$ cat src/sv/sli_pkg.sv
// Shared types and codes for the sorted list insert/delete block.
// Used by sli_cell and sorted_list_insert_delete_top; no dependencies.
package sli_pkg;

    localparam int unsigned DATA_W  = 32;
    localparam int unsigned COUNT_W = 5;

    // Operation codes carried in the action field
    typedef enum logic {
        ACT_INSERT = 1'b0,
        ACT_DELETE = 1'b1
    } t_action;

    // Result status codes
    typedef enum logic [1:0] {
        ST_INSERTED  = 2'd0,
        ST_DELETED   = 2'd1,
        ST_NOT_FOUND = 2'd2,
        ST_FULL      = 2'd3
    } t_status;

    // Input word
    typedef struct packed {
        logic                     action;
        logic signed [DATA_W-1:0] value;
    } t_in;

    // Result word
    typedef struct packed {
        logic [1:0]         status;
        logic [COUNT_W-1:0] entry_count;
    } t_out;

    // Per-cell control from the top level
    typedef struct packed {
        logic ins;    // insert accepted this cycle
        logic del;    // delete with a match accepted this cycle
        logic valid;  // cell holds a stored value
        logic tail;   // cell is the first free slot
    } t_cell_ctl;

    // Link handed from a cell to its upper neighbor
    typedef struct packed {
        logic signed [DATA_W-1:0] entry;
        logic                     ge;     // valid and entry >= operand
    } t_link;

endpackage

$ cat src/sv/sorted_list_insert_delete_top.sv
// Sorted list of up to CAPACITY signed 32-bit values kept in ascending order
// in a row of compare-and-shift cells. All cells compare the operand with
// their entry in parallel and shift in the same cycle, so a new word is
// accepted every cycle while the output register is free or being drained,
// and its result word is registered in the output register. An insert lands
// ahead of equal values; a delete removes the first equal value. No clearing
// pass follows reset: the list simply starts empty. entry_count carries the
// low five bits of the count. Depends on sli_pkg and sli_cell.
module sorted_list_insert_delete_top #(
    parameter int unsigned CAPACITY = 16
) (
    input  logic          i_clk,
    input  logic          i_rst_n,
    input  logic          i_valid,
    output logic          o_ready,
    input  sli_pkg::t_in  i_data,
    output logic          o_valid,
    input  logic          i_ready,
    output sli_pkg::t_out o_data
);

    localparam int unsigned CW = $clog2(CAPACITY + 1);

    logic [CW-1:0]          r_count;
    logic [CW-1:0]          n_count;
    logic                   r_out_valid;
    sli_pkg::t_out          r_out;
    sli_pkg::t_out          n_out;
    logic                   w_accept;
    logic                   w_full;
    logic                   w_found;
    logic                   w_ins;
    logic                   w_del;
    logic [CAPACITY-1:0]    w_eq;
    sli_pkg::t_link         w_link [CAPACITY];

    // Accept when the output register is free or being drained
    assign o_ready  = !r_out_valid || i_ready;
    assign w_accept = i_valid && o_ready;
    assign w_full   = (r_count == CW'(CAPACITY));
    assign w_found  = |w_eq;
    assign w_ins    = w_accept && (i_data.action == sli_pkg::ACT_INSERT) && !w_full;
    assign w_del    = w_accept && (i_data.action == sli_pkg::ACT_DELETE) && w_found;

    // Build the cell chain
    for (genvar g = 0; g < CAPACITY; g++) begin : g_cell
        sli_pkg::t_cell_ctl                w_ctl;
        sli_pkg::t_link                    w_prev;
        logic signed [sli_pkg::DATA_W-1:0] w_next;

        assign w_ctl.ins   = w_ins;
        assign w_ctl.del   = w_del;
        assign w_ctl.valid = (r_count > CW'(g));
        assign w_ctl.tail  = (r_count == CW'(g));

        if (g == 0) begin : g_first
            assign w_prev = '0;
        end else begin : g_mid
            assign w_prev = w_link[g-1];
        end

        if (g == CAPACITY - 1) begin : g_last
            assign w_next = '0;
        end else begin : g_inner
            assign w_next = w_link[g+1].entry;
        end

        sli_cell u_cell (
            .i_clk        (i_clk),
            .i_ctl        (w_ctl),
            .i_value      (i_data.value),
            .i_prev       (w_prev),
            .i_next_entry (w_next),
            .o_link       (w_link[g]),
            .o_eq         (w_eq[g])
        );
    end

    // Next count
    always_comb begin
        n_count = r_count;
        if (w_ins) begin
            n_count = r_count + CW'(1);
        end else if (w_del) begin
            n_count = r_count - CW'(1);
        end
    end

    // Form the result word
    always_comb begin
        n_out.entry_count = sli_pkg::COUNT_W'(n_count);
        case (i_data.action)
            sli_pkg::ACT_INSERT: begin
                n_out.status = w_full ? sli_pkg::ST_FULL : sli_pkg::ST_INSERTED;
            end
            sli_pkg::ACT_DELETE: begin
                n_out.status = w_found ? sli_pkg::ST_DELETED : sli_pkg::ST_NOT_FOUND;
            end
            default: begin
                n_out.status = sli_pkg::ST_NOT_FOUND;
            end
        endcase
    end

    // Advance count and output valid
    always_ff @(posedge i_clk) begin
        if (!i_rst_n) begin
            r_count     <= '0;
            r_out_valid <= 1'b0;
        end else begin
            r_count <= n_count;
            if (w_accept) begin
                r_out_valid <= 1'b1;
            end else if (i_ready) begin
                r_out_valid <= 1'b0;
            end
        end
    end

    // Hold result payload
    always_ff @(posedge i_clk) begin
        if (w_accept) begin
            r_out <= n_out;
        end
    end

    assign o_valid = r_out_valid;
    assign o_data  = r_out;

    // Count never exceeds capacity
    a_count_bound: assert property (@(posedge i_clk) disable iff (!i_rst_n)
        r_count <= CW'(CAPACITY))
        else $error("count above capacity");

    // A successful insert grows the list by one
    a_ins_grow: assert property (@(posedge i_clk) disable iff (!i_rst_n)
        w_ins |=> r_count == $past(r_count) + CW'(1))
        else $error("insert did not grow count");

    // A matching delete shrinks the list by one
    a_del_shrink: assert property (@(posedge i_clk) disable iff (!i_rst_n)
        w_del |=> r_count == $past(r_count) - CW'(1))
        else $error("delete did not shrink count");

    // A refused insert only happens on a full list, which stays full
    a_full_hold: assert property (@(posedge i_clk) disable iff (!i_rst_n)
        (w_accept && (i_data.action == sli_pkg::ACT_INSERT) && w_full)
        |=> (r_count == CW'(CAPACITY)) && (o_data.status == sli_pkg::ST_FULL))
        else $error("full refusal mismatch");

endmodule

$ cat src/sv/sli_cell.sv
// One storage cell of the sorted list chain: compares its entry with the
// operand and shifts up or down with its neighbors. Depends on sli_pkg.
module sli_cell (
    input  logic                              i_clk,
    input  sli_pkg::t_cell_ctl                i_ctl,
    input  logic signed [sli_pkg::DATA_W-1:0] i_value,
    input  sli_pkg::t_link                    i_prev,
    input  logic signed [sli_pkg::DATA_W-1:0] i_next_entry,
    output sli_pkg::t_link                    o_link,
    output logic                              o_eq
);

    logic signed [sli_pkg::DATA_W-1:0] r_entry;
    logic signed [sli_pkg::DATA_W-1:0] n_entry;
    logic                              w_ge;

    // Compare stored entry against the operand
    assign w_ge         = i_ctl.valid && (r_entry >= i_value);
    assign o_eq         = i_ctl.valid && (r_entry == i_value);
    assign o_link.entry = r_entry;
    assign o_link.ge    = w_ge;

    // Select next entry: shift up on insert, shift down on delete
    always_comb begin
        n_entry = r_entry;
        if (i_ctl.ins) begin
            if (i_prev.ge) begin
                n_entry = i_prev.entry;
            end else if (w_ge || i_ctl.tail) begin
                n_entry = i_value;
            end
        end else if (i_ctl.del && w_ge) begin
            n_entry = i_next_entry;
        end
    end

    // Hold entry
    always_ff @(posedge i_clk) begin
        r_entry <= n_entry;
    end

endmodule
$ cat config.mk
export PLATFORM = sky130hd
export DESIGN_NAME = sorted_list_insert_delete_top
export DESIGN_NICKNAME = d
export VERILOG_FILES = /design/src/sv/sli_pkg.sv /design/src/sv/sorted_list_insert_delete_top.sv /design/src/sv/sli_cell.sv
export SDC_FILE = /design/constraint.sdc
export NUM_CORES = 2
export LEC_CHECK = 0
export BUFFER_PORTS_ARGS = -buffer_cell sky130_fd_sc_hd__buf_2
export CORE_ASPECT_RATIO = 1.25
export CORE_UTILIZATION = 44
export DETAILED_ROUTE_END_ITERATION = 10
export SETUP_SLACK_MARGIN = 0.02
export SYNTH_ARGS = -nofsm -noshare
export SYNTH_HDL_FRONTEND = slang
export SYNTH_SLANG_ARGS = --single-unit
export TNS_END_PERCENT = 30
$ cat constraint.sdc
create_clock -name i_clk -period 8.68 [get_ports i_clk]
set_input_delay 0.434 -clock i_clk [delete_from_list [all_inputs] [get_ports i_clk]]
set_output_delay 0.434 -clock i_clk [all_outputs]
set_load 0.005 [all_outputs]
# After elaboration in Yosys (flattened, before gate mapping)
# Cells that the tools add are included.
# word_totals
n_memories	0
word_cells	280
out_inout_bits	9
reg_bits	525
romBits	0
latchBits	0
ram_bits	0
in_bits	37
# op_classes
mul	0
eq_ne	48
magnitude_cmp	32
n_addsub	2
mux	70
n_reduce_logical	107
n_shift	0
bitwise_logic	1
n_div	0
# ops
op	n
32-bit 2-to-1 mux	63
32-bit == test	16
32-bit greater-or-equal comparator	16
1-bit logical AND	53
3-bit by 1-bit inequality test with 1-bit output, second input constant	15
5-bit by 4-bit == test with 1-bit output, second input constant	8
5-bit by 4-bit greater-than comparator with 1-bit output, second input constant	8
2-bit nonzero test	17
2-bit AND reduction	16
5-bit by 3-bit == test with 1-bit output, second input constant	4
5-bit by 3-bit greater-than comparator with 1-bit output, second input constant	4
1-bit logical OR	17
16-bit OR reduction	1
5-bit by 2-bit == test with 1-bit output, second input constant	2
5-bit by 1-bit greater-than comparator with 1-bit output, second input constant	2
5-bit by 2-bit greater-than comparator with 1-bit output, second input constant	2
5-bit 2-to-1 mux	2
5-bit by 1-bit adder with 5-bit output, second input constant	1
5-bit by 1-bit == test with 1-bit output, second input constant	1
5-bit == test, second input constant	1
5-bit logical NOT	1
5-bit by 1-bit subtractor with 5-bit output, second input constant	1
2-bit 2-to-1 mux	2
2-bit case mux with 2 select lines	1
4 further kinds	6

# Logic depth before layout (Yosys ltp)
# logic_depth
word_depth	8
ltp_mapped	12
ltp_nobuf	10

# Hierarchy
# From an unflattened synthesis, not the netlist that was laid out.
# hier_totals
cells_unflattened	4343
area_unflattened_um2	40671.5
# modules_own_cells
module	area_each_um2	n_inst	seq_area_each_um2	cells_each
sli_cell	2482.4	16	960.9	264
sorted_list_insert_delete_top	953.4	1	330.3	119

# Least setup slack after synthesis
# OpenSTA, ideal clock, no wires.
# synth_path
path_kind	input-to-reg
startpoint	in i_data[31] in the netlist's numbering
endpoint	reg g_cell[12].u_cell.r_entry[0] in the netlist's numbering (enable)
t_required_ns	8.214
t_arrival_ns	4.798
setup_time_ns	0.466
path_stages	10
slack_ns	3.416
n_path_buf	1
cell_sequence	inv_1 -> ha_1 -> nand4_1 -> or4_1 -> nor3_1 -> a2111oi_0 -> a211oi_1 -> buf_2 -> a31oi_1 -> o21ai_0
# synth_between
elab_chain_cells	7
elab_cells_between_ends	43
classes_between	order compare (2); eq/ne (17); reduce/logical (24)
# synth_lines
element	line	source
start, declared	sorted_list_insert_delete_top.sv:16	input sli_pkg::t_in i_data,
branches (longest 6 deep; another with 32-bit greater-or-equal comparator)	-	
2-bit AND reduction (no source line) (*)	-	
end signal, assigned	sli_cell.sv:39	r_entry <= n_entry;
end, declared	sli_cell.sv:13	logic signed [sli_pkg::DATA_W-1:0] r_entry;
# Mark *: on every way between the ends.
# A chain may end at the register's enable or synchronous reset.

# Worst setup path in the final report
# layout_path
startpoint	reg g_cell[12].u_cell.r_entry[19] in the netlist's numbering
endpoint	reg g_cell[7].u_cell.r_entry[17] in the netlist's numbering (enable)
# layout_between
elab_chain_cells	7
# layout_lines
element	line	source
32-bit == test	sli_cell.sv:19	assign o_eq = i_ctl.valid && (r_entry == i_value);
1-bit logical AND	sli_cell.sv:19	
16-bit OR reduction	sorted_list_insert_delete_top.sv:41	assign w_found = |w_eq;
1-bit logical AND	sorted_list_insert_delete_top.sv:43	assign w_del = w_accept && (i_data.action == sli_pkg::ACT_DELETE) && w_found;
1-bit logical AND	sli_cell.sv:32	end else if (i_ctl.del && w_ge) begin
2-bit nonzero test (no source line)	-	
2-bit AND reduction (no source line)	-	
end signal, assigned	sli_cell.sv:39	
end, declared	sli_cell.sv:13	
# No other way between the ends.

==> metrics.md <==
| Metric | Value |
|---|---|
| Status | `finished, final reports clean` |
| Distinct cells, synth | `71` |
| Area Overhead vs Synth | `9.05%` |
| Reg2reg path depth | `10` |
| Share of cells above drive strength 1 | `6.52%` |
| Buf/Inv on CP | `1` |
| TritonCTS clock tree | `built` |
| Worst min path class | `input pin to register` |
| Max stage delay on crit path | `1.17 ns` |
| Port-buffer cells | `45` |
| Period utilisation layout | `65.4%` |
| Core area | `0.0843 mm2` |
| Final Wtd Congestion | `0.999` |
| Mapped Area | `0.0374 mm2` |
| PwrDens | `163 mW/mm2` |
| Cell count along the critical path | `10` |
| RSZ-0062 raised after global routing | `no` |
| HPWL after DPL | `100000 um` |
| GRT Max-Usage Layer | `met2` |
| Syn nets | `4419` |
| FP Rows | `119` |
| CTS buffer count | `59` |
| Final WL | `141000 um` |
| Max-Cap Viols | `0` |
| Pre-antenna DRT Iters | `6` |
| Die extent in x | `263 um` |
| # H-tree levels | `2` |
| F_max | `176 MHz` |
| Clk slew on worst S/H paths | `0.06 ns` |
| Critical path origin | `g_cell[12].u_cell.r_entry[19]$_DFFE_PP_` |
| Synth Area per Inst | `9.68 um2` |
| Flops & latches, synth | `525` |
| Post-DRT Antenna Nets | `0` |
| Overall Power | `6.66 mW` |
| GR Overflow Total | `0` |
| Vias | `33000` |
| Critical Path End Type | `register` |
| GRT met1 Usage | `42.1%` |
| Hold path depth | `3` |
| Hold Buf Count CTS | `0` |
| I/O pin count | `46` |
| GRT met2 Usage | `52.1%` |
| Post-route DRC violation count | `0` |
| Nets | `4342` |
| Root Buffer Master | `clkbuf_16` |
| Slew HR | `9.41%` |
| Synth warn | `0` |
| Register area share after synthesis | `42.0%` |
| Cts repair resizes | `0` |
| Syn Inst Count | `3864` |
| VDD IR-drop max | `0.160 mV` |
| FFs w/ async S/R, synth | `0%` |
| Worst path slowest cell | `nor4_1` |
| Largest net degree at the start of global routing | `224` |
| Worst endpoint required time | `9.02 ns` |
| Peak fanout along the critical path | `21` |
| Setup TNS | `0 ns` |
| Via-per-instance ratio | `6.70` |
| Worst path arrival time | `6.01 ns` |
| RR Startpoint | `g_cell[12].u_cell.r_entry[19]$_DFFE_PP_` |
| Final slew viol count | `0` |
| CP cell instances | `ha_1 -> nand4_1 -> nor4_1 -> o2111ai_1 -> o2111ai_1 -> nor4_1 -> a311oi_2 -> a21oi_1 -> a31oi_4 -> buf_4` |
| Drt first-iter violations | `4205` |
| Initial antenna violation count | `2` |
| Starting Density | `44.4%` |
| Number of synthesized flops with an enable pin | `519` |
| Slew @ Worst Pin | `1.35 ns` |
| Die Footprint | `0.0862 mm2` |
| Setup violation total in the final timing report | `0` |
| CTS Sinks | `525` |
| Clock tree buffer depth | `3` |
| Worst skew pair latency | `0.67 ns` |
| Global Route Usage Sum | `32.3%` |
| CP Launch Type | `register` |
| Static leakage | `15.5 nW` |
| Vias in the first global route | `31500` |
| Min-Delay Startpoint | `i_valid` |
| Die Ht | `328 um` |
| Final Util | `48.4%` |
| Tmin final | `5.67 ns` |
| Clock skew | `0.0220 ns` |
| Wire per inst | `28.7 um` |
| Final count of hold timing violations | `0` |
| Post-CTS setup buffer count | `0` |
| CP top delay family | `compound AO/OA/AOI/OAI gates` |
| Met3 Resource Use GR | `5.40%` |
| First-pass GRT wire length | `209000 um` |
| CP Class | `register to register` |
| Synth Flop Type | `edfxtp_1` |
==> through the flow <==
step                cell area (um2)  std cells  setup WS [ns]  hold slack, ns
detailed placement            38800       4815           2.64           0.535
finish                        40800       4924           3.01          0.0204
CTS                           40800       4923           3.21         0.00396
global placement              38800       4815           2.70           0.508
global route                  40800       4923           2.96          0.0351
floorplan                     37400       3864           3.42           0.522
==> final cells by class <==
class	count	area, um2
clock inverter	35	388
tap	1089	1360
clock buffer	73	1570
fill	7910	43500
inverter	77	289
timing repair buffer	117	791
multi-input combinational	3007	20700
antenna	1	2.50
sequential	525	15700
==> flip-flops by register name, summed over array words and instances (netlist names) <==
name,cells
g_cell.u_cell.r_entry,512
r_count,5
o_data,7
o_valid,1
==> layer usage <==
layer	share of wire, %	wire (um)
met5	0	0
met4	5.3	7510
met3	8.5	12000
met2	46	65100
met1	40	56800
==> path summary, 6_finish.rpt <==
| path | endpoint | slack, ns |
|---|---|---|
| setup / recovery | g_cell[7].u_cell.r_entry[17]$_DFFE_PP_ | 3.01 |
| hold / removal | o_valid$_SDFFE_PN0P_ | 0.02 |
| hold reg to reg | o_valid$_SDFFE_PN0P_ | 0.54 |
| setup reg to reg | g_cell[7].u_cell.r_entry[17]$_DFFE_PP_ | 3.01 |
==> layout by cell type, fill, tap and decap left out, types with 45 or more instances in the layout <==
cell type / n
nand2_1: 673
o21ai_0: 73
o211ai_1: 482
nor2_1: 52
nand3_1: 484
ha_1: 518
a21oi_1: 221
clkbuf_16: 61
edfxtp_1: 519
buf_4: 70
nand4_1: 135
buf_2: 45
inv_1: 77
==> power by group <==
part | internal [mW] | switching [mW] | leakage (nW)
Combinational | 0.312 | 0.742 | 9.75
Clock | 1.52 | 1.14 | 0.954
Sequential | 2.88 | 0.0602 | 4.78
==> cells by family after synthesis <==
logic type | Yosys count | share of synthesized area [%]
xor gates and xnor gates | 2 | 0.0469
muxes | 41 | 1.10
AOI/OAI and AO/OA | 967 | 17.7
and+or+nand+nor | 1479 | 18.4
buffers and inverters | 332 | 3.48
adders and majority gates | 518 | 17.3
DFF | 525 | 42.0
==> worst reg2reg max path: cells and delay by family, from the launching register on <==
| kind | cells | cell delay [ns] |
|---|---|---|
| buffers and inverters | 1 | 0.42 |
| DFF | 1 | 0.49 |
| and+or+nand+nor | 3 | 1.49 |
| adders and majority gates | 1 | 0.37 |
| AOI/OAI and AO/OA | 5 | 2.56 |
==> synth_stat cells, types with 3 or more instances <==
cell type,number,area (um2)
nand2_1,675,2530
edfxtp_1,519,15600
ha_1,518,6480
nand3_1,484,2420
o211ai_1,482,3620
a21oi_1,225,1130
clkbuf_1,188,706
nand4_1,135,845
o21ai_0,81,405
inv_1,77,289
nor2_1,56,210
buf_2,41,205
mux2i_1,41,410
a21o_1,40,300
nor4_1,27,169
buf_1,25,93.8
nor3_1,25,125
nor2b_1,21,131
a211oi_1,18,135
a21boi_0,12,90.1
o221ai_1,12,105
a221oi_1,11,96.3
a31oi_1,11,68.8
nand2b_1,9,56.3
o21a_1,9,67.6
or3_1,9,56.3
a211o_1,7,61.3
and4_1,7,61.3
dfxtp_1,6,120
o2111ai_1,6,52.6
o31ai_1,6,45.0
a2111oi_0,5,43.8
and3_1,5,31.3
o211a_1,5,50.1
o311ai_0,5,43.8
a221o_1,4,40.0
and2_1,4,25.0
o311a_1,4,40.0
nor3_2,3,30.0
o2bb2ai_1,3,26.3
No activity file was read; power rests on OpenSTA's default activity.
